===== config.mk =====
export PLATFORM = sky130hd
export DESIGN_NAME = circular_fifo_with_search
export DESIGN_NICKNAME = d
export VERILOG_FILES = /design/src/cfs_pkg.sv /design/src/cfs_cell.sv /design/src/cfs_prio.sv /design/src/circular_fifo_with_search.sv
export SDC_FILE = /design/constraint.sdc
export NUM_CORES = 1
export LEC_CHECK = 0
export BUFFER_PORTS_ARGS = -buffer_cell sky130_fd_sc_hd__buf_4
export CAP_MARGIN = 20
export CORE_MARGIN = 1.5
export CORE_UTILIZATION = 40
export CTS_CLUSTER_DIAMETER = 50
export DETAILED_ROUTE_END_ITERATION = 7
export PLACE_DENSITY = 0.62
export SLEW_MARGIN = 0
export SYNTH_ARGS = -nofsm -noshare
export SYNTH_HDL_FRONTEND = slang
export SYNTH_SLANG_ARGS = --single-unit
export TNS_END_PERCENT = 100

===== constraint.sdc =====
create_clock -name clk_i -period 4.6 [get_ports clk_i]
set_clock_uncertainty 0.2 [all_clocks]
set_input_delay 0.23 -clock clk_i [delete_from_list [all_inputs] [get_ports clk_i]]
set_output_delay 0.23 -clock clk_i [all_outputs]
set_load 0.02 [all_outputs]

===== src/cfs_pkg.sv =====
// Shared types and constants for the circular FIFO with content search.
`default_nettype none
package cfs_pkg;

  localparam int DataW = 32;
  localparam int OpW   = 2;
  localparam int StW   = 2;
  localparam int OffW  = 3;

  localparam logic [OpW-1:0] OpEnq  = 2'd0;
  localparam logic [OpW-1:0] OpDeq  = 2'd1;
  localparam logic [OpW-1:0] OpFind = 2'd2;

  localparam logic [StW-1:0] StOk    = 2'd0;
  localparam logic [StW-1:0] StFull  = 2'd1;
  localparam logic [StW-1:0] StEmpty = 2'd2;

  // Value returned by a dequeue from an empty queue (-1).
  localparam logic [DataW-1:0] DeqEmptyVal = 32'hFFFF_FFFF;

  typedef struct packed {
    logic            found;
    logic [OffW-1:0] offset;
  } find_t;

  typedef struct packed {
    logic [StW-1:0]   status;
    logic [DataW-1:0] data_out;
    logic             found;
    logic [OffW-1:0]  match_offset;
  } res_t;

endpackage
`default_nettype wire


===== src/cfs_cell.sv =====
// One storage cell of the FIFO chain: holds one word, shifts toward the head, compares.
`default_nettype none
module cfs_cell (
  input  wire logic                     clk_i,
  input  wire logic                     load_i,
  input  wire logic                     shift_i,
  input  wire logic [cfs_pkg::DataW-1:0] din_i,
  input  wire logic [cfs_pkg::DataW-1:0] nbr_i,
  input  wire logic [cfs_pkg::DataW-1:0] key_i,
  output logic      [cfs_pkg::DataW-1:0] data_o,
  output logic                          match_o
);

  logic [cfs_pkg::DataW-1:0] data_q;

  // no reset: contents are only read once written
  always_ff @(posedge clk_i) begin
    if (load_i) begin
      data_q <= din_i;
    end else if (shift_i) begin
      data_q <= nbr_i;
    end
  end

  assign data_o  = data_q;
  assign match_o = (data_q == key_i);

endmodule
`default_nettype wire


===== src/cfs_prio.sv =====
// First-match encoder over the registered match vector (lowest offset wins).
`default_nettype none
module cfs_prio #(
  parameter int Depth = 8
) (
  input  wire logic [Depth-1:0] match_i,
  output cfs_pkg::find_t        find_o
);

  localparam int IdxW = (Depth > 1) ? $clog2(Depth) : 1;
  localparam int ExtW = (IdxW > cfs_pkg::OffW) ? IdxW : cfs_pkg::OffW;

  logic            hit;
  logic [IdxW-1:0] idx;
  logic [ExtW-1:0] idx_ext;

  always_comb begin
    hit = 1'b0;
    idx = '0;
    for (int i = Depth - 1; i >= 0; i--) begin
      if (match_i[i]) begin
        hit = 1'b1;
        idx = IdxW'(i);
      end
    end
  end

  // only the low offset bits are reported
  assign idx_ext       = ExtW'(idx);
  assign find_o.found  = hit;
  assign find_o.offset = idx_ext[cfs_pkg::OffW-1:0];

endmodule
`default_nettype wire


===== src/circular_fifo_with_search.sv =====
// Top level: circular FIFO with content search, built as a shifting chain of cells.
// A result goes through the pending stage and then the output register to the master side.
// Throughput: one command per cycle while the master side keeps tready high.
// Find compares every cell in parallel; the matches are registered, then first-match encoded.
// Reset: asynchronous, active low; queue empty, no result pending. Cell data is not reset.
`default_nettype none
module circular_fifo_with_search #(
  parameter int DEPTH = 8
) (
  input  wire logic        clk_i,
  input  wire logic        rst_ni,
  // slave side
  input  wire logic        s_axis_tvalid_i,
  output logic             s_axis_tready_o,
  input  wire logic [31:0] s_axis_tdata_i,   // [31:0] data_in
  input  wire logic [1:0]  s_axis_tuser_i,   // [1:0] op
  // master side
  output logic             m_axis_tvalid_o,
  input  wire logic        m_axis_tready_i,
  output logic      [39:0] m_axis_tdata_o,   // [31:0] data_out, [32] found,
                                             // [35:33] match_offset, [39:36] zero
  output logic      [1:0]  m_axis_tuser_o    // [1:0] status
);

  localparam int CntW = $clog2(DEPTH + 1);

  // ---------------------------------------------------------------------------
  // Occupancy. The oldest entry always lives in cell 0; the chain shifts on a
  // dequeue, so no head pointer is needed.
  // ---------------------------------------------------------------------------
  logic [CntW-1:0] count_q, count_d;

  logic in_fire;
  logic [cfs_pkg::OpW-1:0]   in_op;
  logic [cfs_pkg::DataW-1:0] in_data;
  logic is_empty, is_full;
  logic enq_ok, deq_ok;

  assign in_fire  = s_axis_tvalid_i && s_axis_tready_o;
  assign in_op    = s_axis_tuser_i;
  assign in_data  = s_axis_tdata_i;
  assign is_empty = (count_q == '0);
  assign is_full  = (count_q == CntW'(DEPTH));
  assign enq_ok   = in_fire && (in_op == cfs_pkg::OpEnq) && !is_full;
  assign deq_ok   = in_fire && (in_op == cfs_pkg::OpDeq) && !is_empty;

  always_comb begin
    count_d = count_q;
    if (enq_ok) begin
      count_d = count_q + CntW'(1);
    end else if (deq_ok) begin
      count_d = count_q - CntW'(1);
    end
  end

  // ---------------------------------------------------------------------------
  // Cell chain
  // ---------------------------------------------------------------------------
  logic [cfs_pkg::DataW-1:0] cell_data [DEPTH];
  logic [DEPTH-1:0]          cell_match;
  logic [DEPTH-1:0]          occ_match;

  for (genvar g = 0; g < DEPTH; g++) begin : g_cell
    logic [cfs_pkg::DataW-1:0] nbr;
    if (g < DEPTH - 1) begin : g_mid
      assign nbr = cell_data[g+1];
    end else begin : g_last
      assign nbr = cell_data[g];
    end

    cfs_cell u_cell (
      .clk_i   (clk_i),
      .load_i  (enq_ok && (count_q == CntW'(g))),
      .shift_i (deq_ok),
      .din_i   (in_data),
      .nbr_i   (nbr),
      .key_i   (in_data),
      .data_o  (cell_data[g]),
      .match_o (cell_match[g])
    );

    // only occupied cells take part in a search
    assign occ_match[g] = cell_match[g] && (count_q > CntW'(g));
  end

  // ---------------------------------------------------------------------------
  // Pending stage: holds one transaction's partial result and the match vector
  // ---------------------------------------------------------------------------
  logic               p_valid_q;
  logic               p_find_q;
  cfs_pkg::res_t      p_res_q, p_res_d;
  logic [DEPTH-1:0]   p_match_q;
  logic               load_out;

  cfs_pkg::find_t     find;
  cfs_pkg::res_t      out_res_q, out_res_d;
  logic               out_valid_q;

  assign load_out        = p_valid_q && (!out_valid_q || m_axis_tready_i);
  assign s_axis_tready_o = !p_valid_q || load_out;

  always_comb begin
    p_res_d = '{status: cfs_pkg::StOk, data_out: '0, found: 1'b0, match_offset: '0};
    case (in_op)
      cfs_pkg::OpEnq: begin
        if (is_full) p_res_d.status = cfs_pkg::StFull;
      end
      cfs_pkg::OpDeq: begin
        if (is_empty) begin
          p_res_d.status   = cfs_pkg::StEmpty;
          p_res_d.data_out = cfs_pkg::DeqEmptyVal;
        end else begin
          p_res_d.data_out = cell_data[0];
        end
      end
      cfs_pkg::OpFind: begin
        if (is_empty) p_res_d.status = cfs_pkg::StEmpty;
      end
      default: ;  // unused op: all-zero result
    endcase
  end

  always_ff @(posedge clk_i or negedge rst_ni) begin
    if (!rst_ni) begin
      count_q   <= '0;
      p_valid_q <= 1'b0;
    end else begin
      count_q <= count_d;
      if (in_fire) begin
        p_valid_q <= 1'b1;
      end else if (load_out) begin
        p_valid_q <= 1'b0;
      end
    end
  end

  always_ff @(posedge clk_i) begin
    if (in_fire) begin
      p_find_q  <= (in_op == cfs_pkg::OpFind);
      p_res_q   <= p_res_d;
      p_match_q <= occ_match;
    end
  end

  // ---------------------------------------------------------------------------
  // First-match encode and output register
  // ---------------------------------------------------------------------------
  cfs_prio #(
    .Depth (DEPTH)
  ) u_prio (
    .match_i (p_match_q),
    .find_o  (find)
  );

  always_comb begin
    out_res_d = p_res_q;
    if (p_find_q) begin
      // an empty queue leaves the match vector all zero
      out_res_d.found        = find.found;
      out_res_d.match_offset = find.found ? find.offset : '0;
    end
  end

  always_ff @(posedge clk_i or negedge rst_ni) begin
    if (!rst_ni) begin
      out_valid_q <= 1'b0;
    end else if (load_out) begin
      out_valid_q <= 1'b1;
    end else if (m_axis_tready_i) begin
      out_valid_q <= 1'b0;
    end
  end

  always_ff @(posedge clk_i) begin
    if (load_out) begin
      out_res_q <= out_res_d;
    end
  end

  assign m_axis_tvalid_o = out_valid_q;
  assign m_axis_tuser_o  = out_res_q.status;
  assign m_axis_tdata_o  = {4'b0000, out_res_q.match_offset, out_res_q.found,
                            out_res_q.data_out};

  // ---------------------------------------------------------------------------
  // Assertions
  // ---------------------------------------------------------------------------
  a_count_range: assert property (@(posedge clk_i) disable iff (!rst_ni)
    count_q <= CntW'(DEPTH))
    else $error("fill count above depth");

  a_enq_count: assert property (@(posedge clk_i) disable iff (!rst_ni)
    enq_ok |=> count_q == $past(count_q) + CntW'(1))
    else $error("enqueue did not grow the queue");

  a_deq_count: assert property (@(posedge clk_i) disable iff (!rst_ni)
    deq_ok |=> count_q == $past(count_q) - CntW'(1))
    else $error("dequeue did not shrink the queue");

  a_find_ok: assert property (@(posedge clk_i) disable iff (!rst_ni)
    (load_out && out_res_d.found) |-> (out_res_d.status == cfs_pkg::StOk && p_find_q))
    else $error("match reported on a non-search or failed transaction");

  a_match_occ: assert property (@(posedge clk_i) disable iff (!rst_ni)
    in_fire |=> (p_match_q & ~$past(occ_match)) == '0)
    else $error("match vector holds an unoccupied cell");

endmodule
`default_nettype wire


==> results of run 1 <==
-- report_power, final --
part	switching, mW	internal [mW]	leakage (nW)
Sequential	0.137	3.66	3.20
Clock	1.22	1.79	0.609
Combinational	0.540	0.345	3.12
Total	1.90	5.80	6.93
-- synthesized netlist by cell type, types with 2 or more instances --
| cell type | count | area, µm² |
|---|---|---|
| sky130_fd_sc_hd__a21oi_1 | 2 | 10.01 |
| sky130_fd_sc_hd__and2_1 | 2 | 12.51 |
| sky130_fd_sc_hd__and4_1 | 2 | 17.52 |
| sky130_fd_sc_hd__buf_1 | 17 | 63.81 |
| sky130_fd_sc_hd__buf_4 | 22 | 165.2 |
| sky130_fd_sc_hd__buf_6 | 5 | 56.30 |
| sky130_fd_sc_hd__clkbuf_1 | 54 | 202.7 |
| sky130_fd_sc_hd__dfrtp_1 | 6 | 150.1 |
| sky130_fd_sc_hd__edfxtp_1 | 337 | 10120 |
| sky130_fd_sc_hd__ha_1 | 8 | 100.1 |
| sky130_fd_sc_hd__inv_1 | 9 | 33.78 |
| sky130_fd_sc_hd__mux2_1 | 11 | 123.9 |
| sky130_fd_sc_hd__mux2_2 | 184 | 2072 |
| sky130_fd_sc_hd__mux2_4 | 29 | 435.4 |
| sky130_fd_sc_hd__nand2_1 | 8 | 30.03 |
| sky130_fd_sc_hd__nand2b_1 | 3 | 18.77 |
| sky130_fd_sc_hd__nand3_1 | 10 | 50.05 |
| sky130_fd_sc_hd__nand3_4 | 4 | 70.07 |
| sky130_fd_sc_hd__nand4_1 | 19 | 118.9 |
| sky130_fd_sc_hd__nor2_1 | 10 | 37.54 |
| sky130_fd_sc_hd__nor2_2 | 3 | 18.77 |
| sky130_fd_sc_hd__nor3_1 | 9 | 45.04 |
| sky130_fd_sc_hd__nor3b_1 | 3 | 22.52 |
| sky130_fd_sc_hd__nor4_1 | 56 | 350.3 |
| sky130_fd_sc_hd__o21a_1 | 33 | 247.7 |
| sky130_fd_sc_hd__o21ai_0 | 4 | 20.02 |
| sky130_fd_sc_hd__or3_1 | 2 | 12.51 |
| sky130_fd_sc_hd__or4_1 | 2 | 15.01 |
| sky130_fd_sc_hd__xnor2_1 | 32 | 280.3 |
| sky130_fd_sc_hd__xor2_1 | 227 | 1988 |
-- logic make-up (layout without fill, tap and decap cells) --
kind of cell | Yosys count | in the layout | share of synthesized area
AO/OA/AOI/OAI | 46 | 46 | 0.01975
XOR/XNOR | 259 | 259 | 0.1331
adder cells (fa/ha/maj) | 8 | 8 | 0.005874
buffers and inverters | 108 | 211 | 0.03091
flip-flops | 343 | 343 | 0.6027
multiplexers | 224 | 224 | 0.1544
other | 1 | 4 | 0.0002201
AND/OR/NAND/NOR | 140 | 140 | 0.05301
-- critical path: cells and delay by family (launching register included) --
family	cells	cell delay, ns
AND/OR/NAND/NOR	4	1.48
flip-flops	1	0.49
buffers and inverters	2	0.50
adder cells (fa/ha/maj)	1	0.28
-- worst paths after layout --
| kind | from | to | slack (ns) | cells after the start |
|---|---|---|---|---|
| setup / recovery | count_q[1]$_DFFE_PN0P_ | g_cell[5].u_cell.data_o[12]$_DFFE_PP_ | 1.27 | 7 |
| hold / removal | out_res_d[4]$_SDFFCE_PP0P_ | m_axis_tdata_o[0]$_DFFE_PP_ | 0.22 | 0 |
| setup reg to reg | count_q[1]$_DFFE_PN0P_ | g_cell[5].u_cell.data_o[12]$_DFFE_PP_ | 1.27 | 7 |
| hold reg to reg | out_res_d[4]$_SDFFCE_PP0P_ | m_axis_tdata_o[0]$_DFFE_PP_ | 0.22 | 0 |
| max in group asynchronous | rst_ni | m_axis_tvalid_o$_DFFE_PN0P_ | 3.42 | 3 |
| min in group asynchronous | rst_ni | count_q[0]$_DFFE_PN0P_ | 0.50 | 3 |
-- metal layers --
metal / up-vias / global-route usage / wire length, µm
li1: 4313 / - / -
met1: 4198 / 0.2179 / 16570
met2: 153 / 0.2832 / 17270
met3: 58 / 0.02200 / 932
met4: 0 / 0.05647 / 974
met5: - / 0 / 0
-- registers in the layout, indices dropped and copies added (netlist names) --
signal and count:
out_res_d 34, p_match_q 8, m_axis_tuser_o 2, m_axis_tvalid_o 1
m_axis_tdata_o 36, count_q 4, p_find_q 1, g_cell.u_cell.data_o 256
p_valid_q 1
-- metrics by stage --
step | util | setup slack (ns) | std cells
floorplan | - | 0.3918 | 1132
global placement | 0.4275 | 1.429 | 1663
detailed placement | 0.4276 | 1.343 | 1664
CTS | 0.4669 | 1.308 | 1774
global route | 0.4669 | 1.118 | 1774
finish | 0.4669 | 1.266 | 1774
-- final cells by class --
class / instances / area [µm²] / area share
clock buffer: 52 / 1097 / 0.05603
inverter: 9 / 33.78 / 0.001725
timing repair buffer: 132 / 1089 / 0.05558
sequential: 343 / 10270 / 0.5244
multi-input combinational: 681 / 6271 / 0.3202
clock inverter: 18 / 150.1 / 0.007666
tap: 539 / 674.4 / 0.03443
-- timing repair --
| item | in CTS | in global routing |
|---|---|---|
| hold endpoints to repair | 47 | 0 |
| hold buffers | 40 | 0 |
| setup buffers | 0 | 0 |
==> insert_results.sql, run 1 <==
INSERT INTO impl_metrics (metric_group, metric, value, unit) VALUES
('status', 'outcome', 'completed', ''),
('yosys', 'dominantRegCellSynth', 'sky130_fd_sc_hd__edfxtp_1', ''),
('detailed_routing', 'first_pass_iters', '4', ''),
('timing', 'setup_viol', '0', ''),
('yosys', 'cells_after_synth', '1129', ''),
('detailed_routing', 'drt_via_density', '4.917', ''),
('timing', 'max_transition_margin', '0.3486', ''),
('yosys', 'synth-async-reset-ratio', '0.01749', ''),
('layout', 'fill_cells', '3655', ''),
('global_routing', 'grt_start_max_net_pins', '44', ''),
('cts', 'cts_root_buf', 'sky130_fd_sc_hd__clkbuf_16', ''),
('floorplan', 'floorplan.die_area', '43850', 'µm²'),
('setup_path', 'worst-setup-path-type', 'flop to flop', ''),
('cts', 'clkSlewWorstSetupHoldPaths', '0.05', 'ns'),
('layout', 'final_cell_mix', 'sky130_fd_sc_hd__edfxtp_1, sky130_fd_sc_hd__xor2_1, sky130_fd_sc_hd__mux2_2', ''),
('layout', 'insertedDiodeCount', '0', ''),
('timing', 'grt_setup_unrepaired', 'no', ''),
('global_routing', 'globalRouteTotalUtil', '0.1659', ''),
('global_routing', 'antenna_found_initial', '1', ''),
('yosys', 'ys.warnings.count', '0', ''),
('detailed_routing', 'drt_drc_violations_left', '0', ''),
('cts', 'cts_resized', '0', ''),
('yosys', 'syn-cell-area', '17040', 'µm²'),
('floorplan', 'die_height', '209.4', 'µm'),
('floorplan', 'start_util', '0.4062', ''),
('detailed_routing', 'drt_iter0_markers', '407', ''),
('layout', 'post_layout_net_count', '1254', ''),
('pwr', 'power_per_cell_area', '392.7', 'nW/µm²'),
('setup_path', 'critical-path-max-stage-delay', '0.64', 'ns'),
('timing', 'max_slew.worst_pin.slew', '0.9682', 'ns'),
('setup_path', 'timing.critical_path.cells', 'inv_1 > ha_1 > nand3b_4 > and4_1 > nand3_4 > nand2_1 > buf_4', ''),
('layout', 'synthToLayoutAreaGrowth', '14.93', '%'),
('pwr', 'max-vdd-ir-drop', '0.2427', 'mV'),
('floorplan', 'core_region_area', '41950', 'µm²'),
('detailed_routing', 'dr_total_vias', '8722', ''),
('placement', 'io_buffers', '77', ''),
('floorplan', 'io-pin-count', '82', ''),
('layout', 'most_frequent_standard_cell_in_the_layout_excluding_fill_and_tap_cells', 'sky130_fd_sc_hd__edfxtp_1', ''),
('setup_path', 'worst-path-max-fanout', '33', ''),
('timing', 'period_minus_slack', '3.334', 'ns'),
('timing', 'finalMaxSlewViolations', '0', ''),
('layout', 'post_route_cells_drive_above_1_share', '0.3061', ''),
('detailed_routing', 'drtAntennaViolNets', '0', ''),
('yosys', 'synth_area_per_cell', '15.09', 'µm²'),
('cts', 'ctsLongestPathBuffers', '3', ''),
('cts', 'clock_tree.htree_level_count', '2', ''),
('layout', 'design_area', '19590', 'µm²'),
('setup_path', 'worst_setup_path_start_kind', 'flop', ''),
('global_routing', 'grt_pass1_vias', '9195', ''),
('cts', 'worstSkewPairLatency', '0.53', 'ns'),
('placement', 'gp_congestion', '0.8291', ''),
('setup_path', 'timing.critical_path.slowest_stage_cell', 'sky130_fd_sc_hd__and4_1', ''),
('floorplan', 'std_cell_rows', '75', ''),
('setup_path', 'worst-endpoint-arrival', '3.32', 'ns'),
('cts', 'clock_sinks', '343', ''),
('pwr', 'p_total', '7.691', 'mW'),
('timing', 'max_clock_freq', '299.9', 'MHz'),
('detailed_routing', 'route.detailed.wl_per_inst', '20.15', 'µm'),
('global_routing', 'grt_pass1_wl', '55160', 'µm'),
('cts', 'tritoncts', 'done', ''),
('yosys', 'yosysSeqAreaShare', '0.6027', ''),
('timing', 'fraction_of_the_cycle_the_final_worst_path_needs', '0.7249', ''),
('yosys', 'synth_cell_type_count', '46', ''),
('pwr', 'p_leak', '6.932', 'nW'),
('placement', 'cell_area_placed', '17940', 'µm²'),
('cts', 'cts-buffers-inserted', '41', ''),
('floorplan', 'die_width', '209.4', 'µm'),
('hold_path', 'worst_hold_path_type', 'flop to flop', ''),
('yosys', 'count_of_state_elements_after_synthesis', '343', ''),
('setup_path', 'cp-end-kind', 'flop', ''),
('setup_path', 'worstPathRequired', '4.59', 'ns'),
('run', 'drv_cap', '0', ''),
('placement', 'detailed_placement_wirelength_estimate', '26450', 'µm'),
('detailed_routing', 'routed_wl', '35740', 'µm'),
('timing', 'tns', '0', 'ns'),
('yosys', 'synth_edf_count', '337', ''),
('global_routing', 'global_route.overflow_total', '0', ''),
('timing', 'final_hold_viol_count', '0', ''),
('timing', 'holdWs', '0.2161', 'ns');
No activity file was read; power rests on OpenSTA's default activity.
==> run 2, diff against run 1 <==
--- a/config.mk
+++ b/config.mk
@@ -5,13 +5,14 @@
 export SDC_FILE = /design/constraint.sdc
 export NUM_CORES = 1
 export LEC_CHECK = 0
+export ABC_AREA = 1
 export BUFFER_PORTS_ARGS = -buffer_cell sky130_fd_sc_hd__buf_4
 export CAP_MARGIN = 20
 export CORE_MARGIN = 1.5
 export CORE_UTILIZATION = 40
 export CTS_CLUSTER_DIAMETER = 50
 export DETAILED_ROUTE_END_ITERATION = 7
-export PLACE_DENSITY = 0.62
+export PLACE_DENSITY = 0.64
 export SLEW_MARGIN = 0
 export SYNTH_ARGS = -nofsm -noshare
 export SYNTH_HDL_FRONTEND = slang
==> constraint.sdc (replaced) <==
create_clock -name clk_i -period 2.8 [get_ports clk_i]
set_clock_uncertainty 0.2 [all_clocks]
set_input_delay 0.14 -clock clk_i [delete_from_list [all_inputs] [get_ports clk_i]]
set_output_delay 0.14 -clock clk_i [all_outputs]
set_load 0.02 [all_outputs]
==> insert_results.sql, run 2 <==
INSERT INTO impl_metrics (metric_group, metric, value, unit) VALUES
('global_routing', 'global_route.overflow_total', '0', ''),
('timing', 'setup_viol', '0', ''),
('layout', 'final_cell_mix', 'sky130_fd_sc_hd__nand2_1, sky130_fd_sc_hd__edfxtp_1, sky130_fd_sc_hd__inv_1', ''),
('timing', 'grt_setup_unrepaired', 'no', ''),
('yosys', 'synth-async-reset-ratio', '0.01749', ''),
('floorplan', 'core_region_area', '44030', 'µm²'),
('detailed_routing', 'route.detailed.wl_per_inst', '17.57', 'µm'),
('setup_path', 'r2r_start', 'count_q[0]$_DFFE_PN0P_', ''),
('global_routing', 'grt_pass1_vias', '12767', ''),
('pwr', 'max-vdd-ir-drop', '0.4121', 'mV'),
('yosys', 'yosysSeqAreaShare', '0.5770', ''),
('detailed_routing', 'drt_drc_violations_left', '0', ''),
('layout', 'regArea', '10270', 'µm²'),
('hold_path', 'timing.hold.worst_path_depth', '2', ''),
('yosys', 'synth_top_area_share', '0.5686', ''),
('yosys', 'count_of_state_elements_after_synthesis', '343', ''),
('yosys', 'synth_edf_count', '337', ''),
('placement', 'pre_cts_ws', '0.3014', 'ns'),
('cts', 'clock_sinks', '343', ''),
('layout', 'post_layout_net_count', '2192', ''),
('cts', 'worstSkewPairLatency', '0.58', 'ns'),
('floorplan', 'std_cell_rows', '77', ''),
('run', 'drv_cap', '0', ''),
('yosys', 'syn-cell-area', '17800', 'µm²'),
('setup_path', 'worst-path-max-fanout', '64', ''),
('timing', 'final_hold_viol_count', '0', ''),
('floorplan', 'start_util', '0.4042', ''),
('cts', 'cts_root_buf', 'sky130_fd_sc_hd__clkbuf_16', ''),
('timing', 'finalMaxSlewViolations', '0', ''),
('status', 'outcome', 'completed', ''),
('timing', 'fraction_of_the_cycle_the_final_worst_path_needs', '0.9151', ''),
('pwr', 'power_per_cell_area', '689.5', 'nW/µm²'),
('timing', 'holdWs', '0.1133', 'ns'),
('timing', 'max_transition_margin', '0.5724', ''),
('yosys', 'synth_top_cells_by_count', 'sky130_fd_sc_hd__nand2_1, sky130_fd_sc_hd__edfxtp_1, sky130_fd_sc_hd__inv_1', ''),
('cts', 'cts_setup_buffers', '0', ''),
('floorplan', 'floorplan.die_area', '45770', 'µm²'),
('yosys', 'post-synth-top-count-cell', 'sky130_fd_sc_hd__nand2_1', ''),
('setup_path', 'worstPathRequired', '2.89', 'ns'),
('pwr', 'p_total', '14.36', 'mW'),
('yosys', 'cells_after_synth', '2046', ''),
('setup_path', 'worst_setup_path_startpoint', 'count_q[0]$_DFFE_PN0P_', ''),
('global_routing', 'grt_pass1_wl', '73360', 'µm'),
('cts', 'cts-buffers-inserted', '43', ''),
('setup_path', 'r2r.worst_path.cells', '9', ''),
('setup_path', 'cp-end-kind', 'flop', ''),
('floorplan', 'die_height', '213.9', 'µm'),
('detailed_routing', 'drtAntennaViolNets', '0', ''),
('yosys', 'synth_cell_type_count', '27', ''),
('layout', 'stdcell_count', '2772', ''),
('setup_path', 'worst-endpoint-arrival', '2.65', 'ns'),
('placement', 'placed_cells', '2654', ''),
('timing', 'tns', '0', 'ns'),
('detailed_routing', 'routed_wl', '48700', 'µm'),
('global_routing', 'antenna_found_initial', '0', ''),
('detailed_routing', 'drt_via_density', '4.898', ''),
('cts', 'ctsLongestPathBuffers', '3', ''),
('cts', 'cts_resized', '0', ''),
('timing', 'max_clock_freq', '390.3', 'MHz'),
('pwr', 'p_leak', '9.136', 'nW'),
('timing', 'period_minus_slack', '2.562', 'ns'),
('yosys', 'synth_area_per_cell', '8.699', 'µm²'),
('detailed_routing', 'dr_total_vias', '13576', ''),
('yosys', 'ys.warnings.count', '0', ''),
('timing', 'setup_ws', '0.2377', 'ns'),
('placement', 'cell_area_placed', '19020', 'µm²'),
('global_routing', 'grt_start_max_net_pins', '65', ''),
('layout', 'synthToLayoutAreaGrowth', '17.03', '%'),
('yosys', 'synth_area_leaders', 'sky130_fd_sc_hd__edfxtp_1, sky130_fd_sc_hd__nand2_1, sky130_fd_sc_hd__o21ai_0, sky130_fd_sc_hd__inv_1, sky130_fd_sc_hd__nor2_1', ''),
('layout', 'post-route-util', '0.4731', ''),
('detailed_routing', 'first_pass_iters', '5', ''),
('layout', 'largest_register_ffs', '256', ''),
('layout', 'post_route_cells_drive_above_1_share', '0.1037', ''),
('floorplan', 'io-pin-count', '82', ''),
('floorplan', 'die_width', '213.9', 'µm'),
('cts', 'postCtsHoldBufs', '39', ''),
('detailed_routing', 'drt_iter0_markers', '1146', ''),
('hold_path', 'worst_hold_path_type', 'input pin to flop', ''),
('layout', 'design_area', '20830', 'µm²'),
('layout', 'most_frequent_standard_cell_in_the_layout_excluding_fill_and_tap_cells', 'sky130_fd_sc_hd__nand2_1', ''),
('cts', 'clock_tree.htree_level_count', '2', ''),
('layout', 'multiInputGateArea', '6156', 'µm²'),
('placement', 'io_buffers', '77', ''),
('yosys', 'dominantRegCellSynth', 'sky130_fd_sc_hd__edfxtp_1', ''),
('timing', 'max_slew.worst_pin.slew', '0.6408', 'ns'),
('yosys', 'cell_taking_the_most_area_after_synthesis', 'sky130_fd_sc_hd__edfxtp_1', ''),
('global_routing', 'globalRouteTotalUtil', '0.2122', ''),
('layout', 'insertedDiodeCount', '0', ''),
('layout', 'fill_cells', '4221', ''),
('placement', 'detailed_placement_wirelength_estimate', '37730', 'µm'),
('cts', 'clkSlewWorstSetupHoldPaths', '0.06', 'ns'),
('cts', 'tritoncts', 'done', ''),
('setup_path', 'worst_setup_path_start_kind', 'flop', ''),
('setup_path', 'worst-setup-path-type', 'flop to flop', ''),
('hold_path', 'min-delay-start', 's_axis_tdata_i[12]', ''),
('placement', 'gp_congestion', '0.9340', '');
## run 2: cell count changes after synthesis, sizes merged, moves of 33 or more
cell / delta
nand2: +775
o21ai: +263
mux2: -224
xor2: -214
inv: +199
nor2: +136
nor4: -56
a21oi: +34
o21a: -33
## run 2: worst paths after layout
kind,slack (ns),end
setup / recovery,0.24,g_cell[6].u_cell.data_o[26]$_DFFE_PP_
hold / removal,0.11,g_cell[7].u_cell.data_o[12]$_DFFE_PP_
setup reg to reg,0.24,g_cell[6].u_cell.data_o[26]$_DFFE_PP_
hold reg to reg,0.22,m_axis_tdata_o[13]$_DFFE_PP_
max in group asynchronous,1.82,p_valid_q$_DFFE_PN0P_
min in group asynchronous,0.33,count_q[1]$_DFFE_PN0P_
## run 2: where the power goes
group / leakage (nW) / internal, mW / switching (mW)
Clock: 0.684 / 3.27 / 2.24
Sequential: 3.21 / 6.23 / 0.245
Combinational: 5.24 / 0.786 / 1.59
Total: 9.14 / 10.3 / 4.07
## run 2: cells by family after synthesis
| logic type | share of synthesized area |
|---|---|
| AOI/OAI and AO/OA | 0.08731 |
| xor gates and xnor gates | 0.03592 |
| adders and majority gates | 0.005624 |
| buffers and inverters | 0.07923 |
| DFF | 0.5770 |
| other | 0.0002107 |
| and+or+nand+nor | 0.2147 |
## run 2: cell type report
class	instances	share of cell area
clock buffer	49	0.05376
clock inverter	30	0.01418
inverter	208	0.03766
multi-input combinational	1378	0.2955
sequential	343	0.4930
tap	592	0.03556
timing repair buffer	172	0.07028
## run 2: layer usage
metal  vias to the layer above  GRT usage  part of all wire
met1                      6259     0.2732              0.44
li1                       6792          -                 -
met2                       420     0.3486              0.46
met4                         0     0.1071             0.051
met5                         -          0                 0
met3                       105    0.03213             0.054
## run 2: critical path, stage by stage, from the launching register on
cell	delay [ns]
sky130_fd_sc_hd__dfrtp_1	0.42
sky130_fd_sc_hd__inv_1	0.08
sky130_fd_sc_hd__ha_1	0.28
sky130_fd_sc_hd__nand3_2	0.12
sky130_fd_sc_hd__nand2_2	0.06
sky130_fd_sc_hd__nor2_4	0.29
sky130_fd_sc_hd__nand4_1	0.23
sky130_fd_sc_hd__buf_4	0.35
sky130_fd_sc_hd__nand2_1	0.13
sky130_fd_sc_hd__o21ai_0	0.09
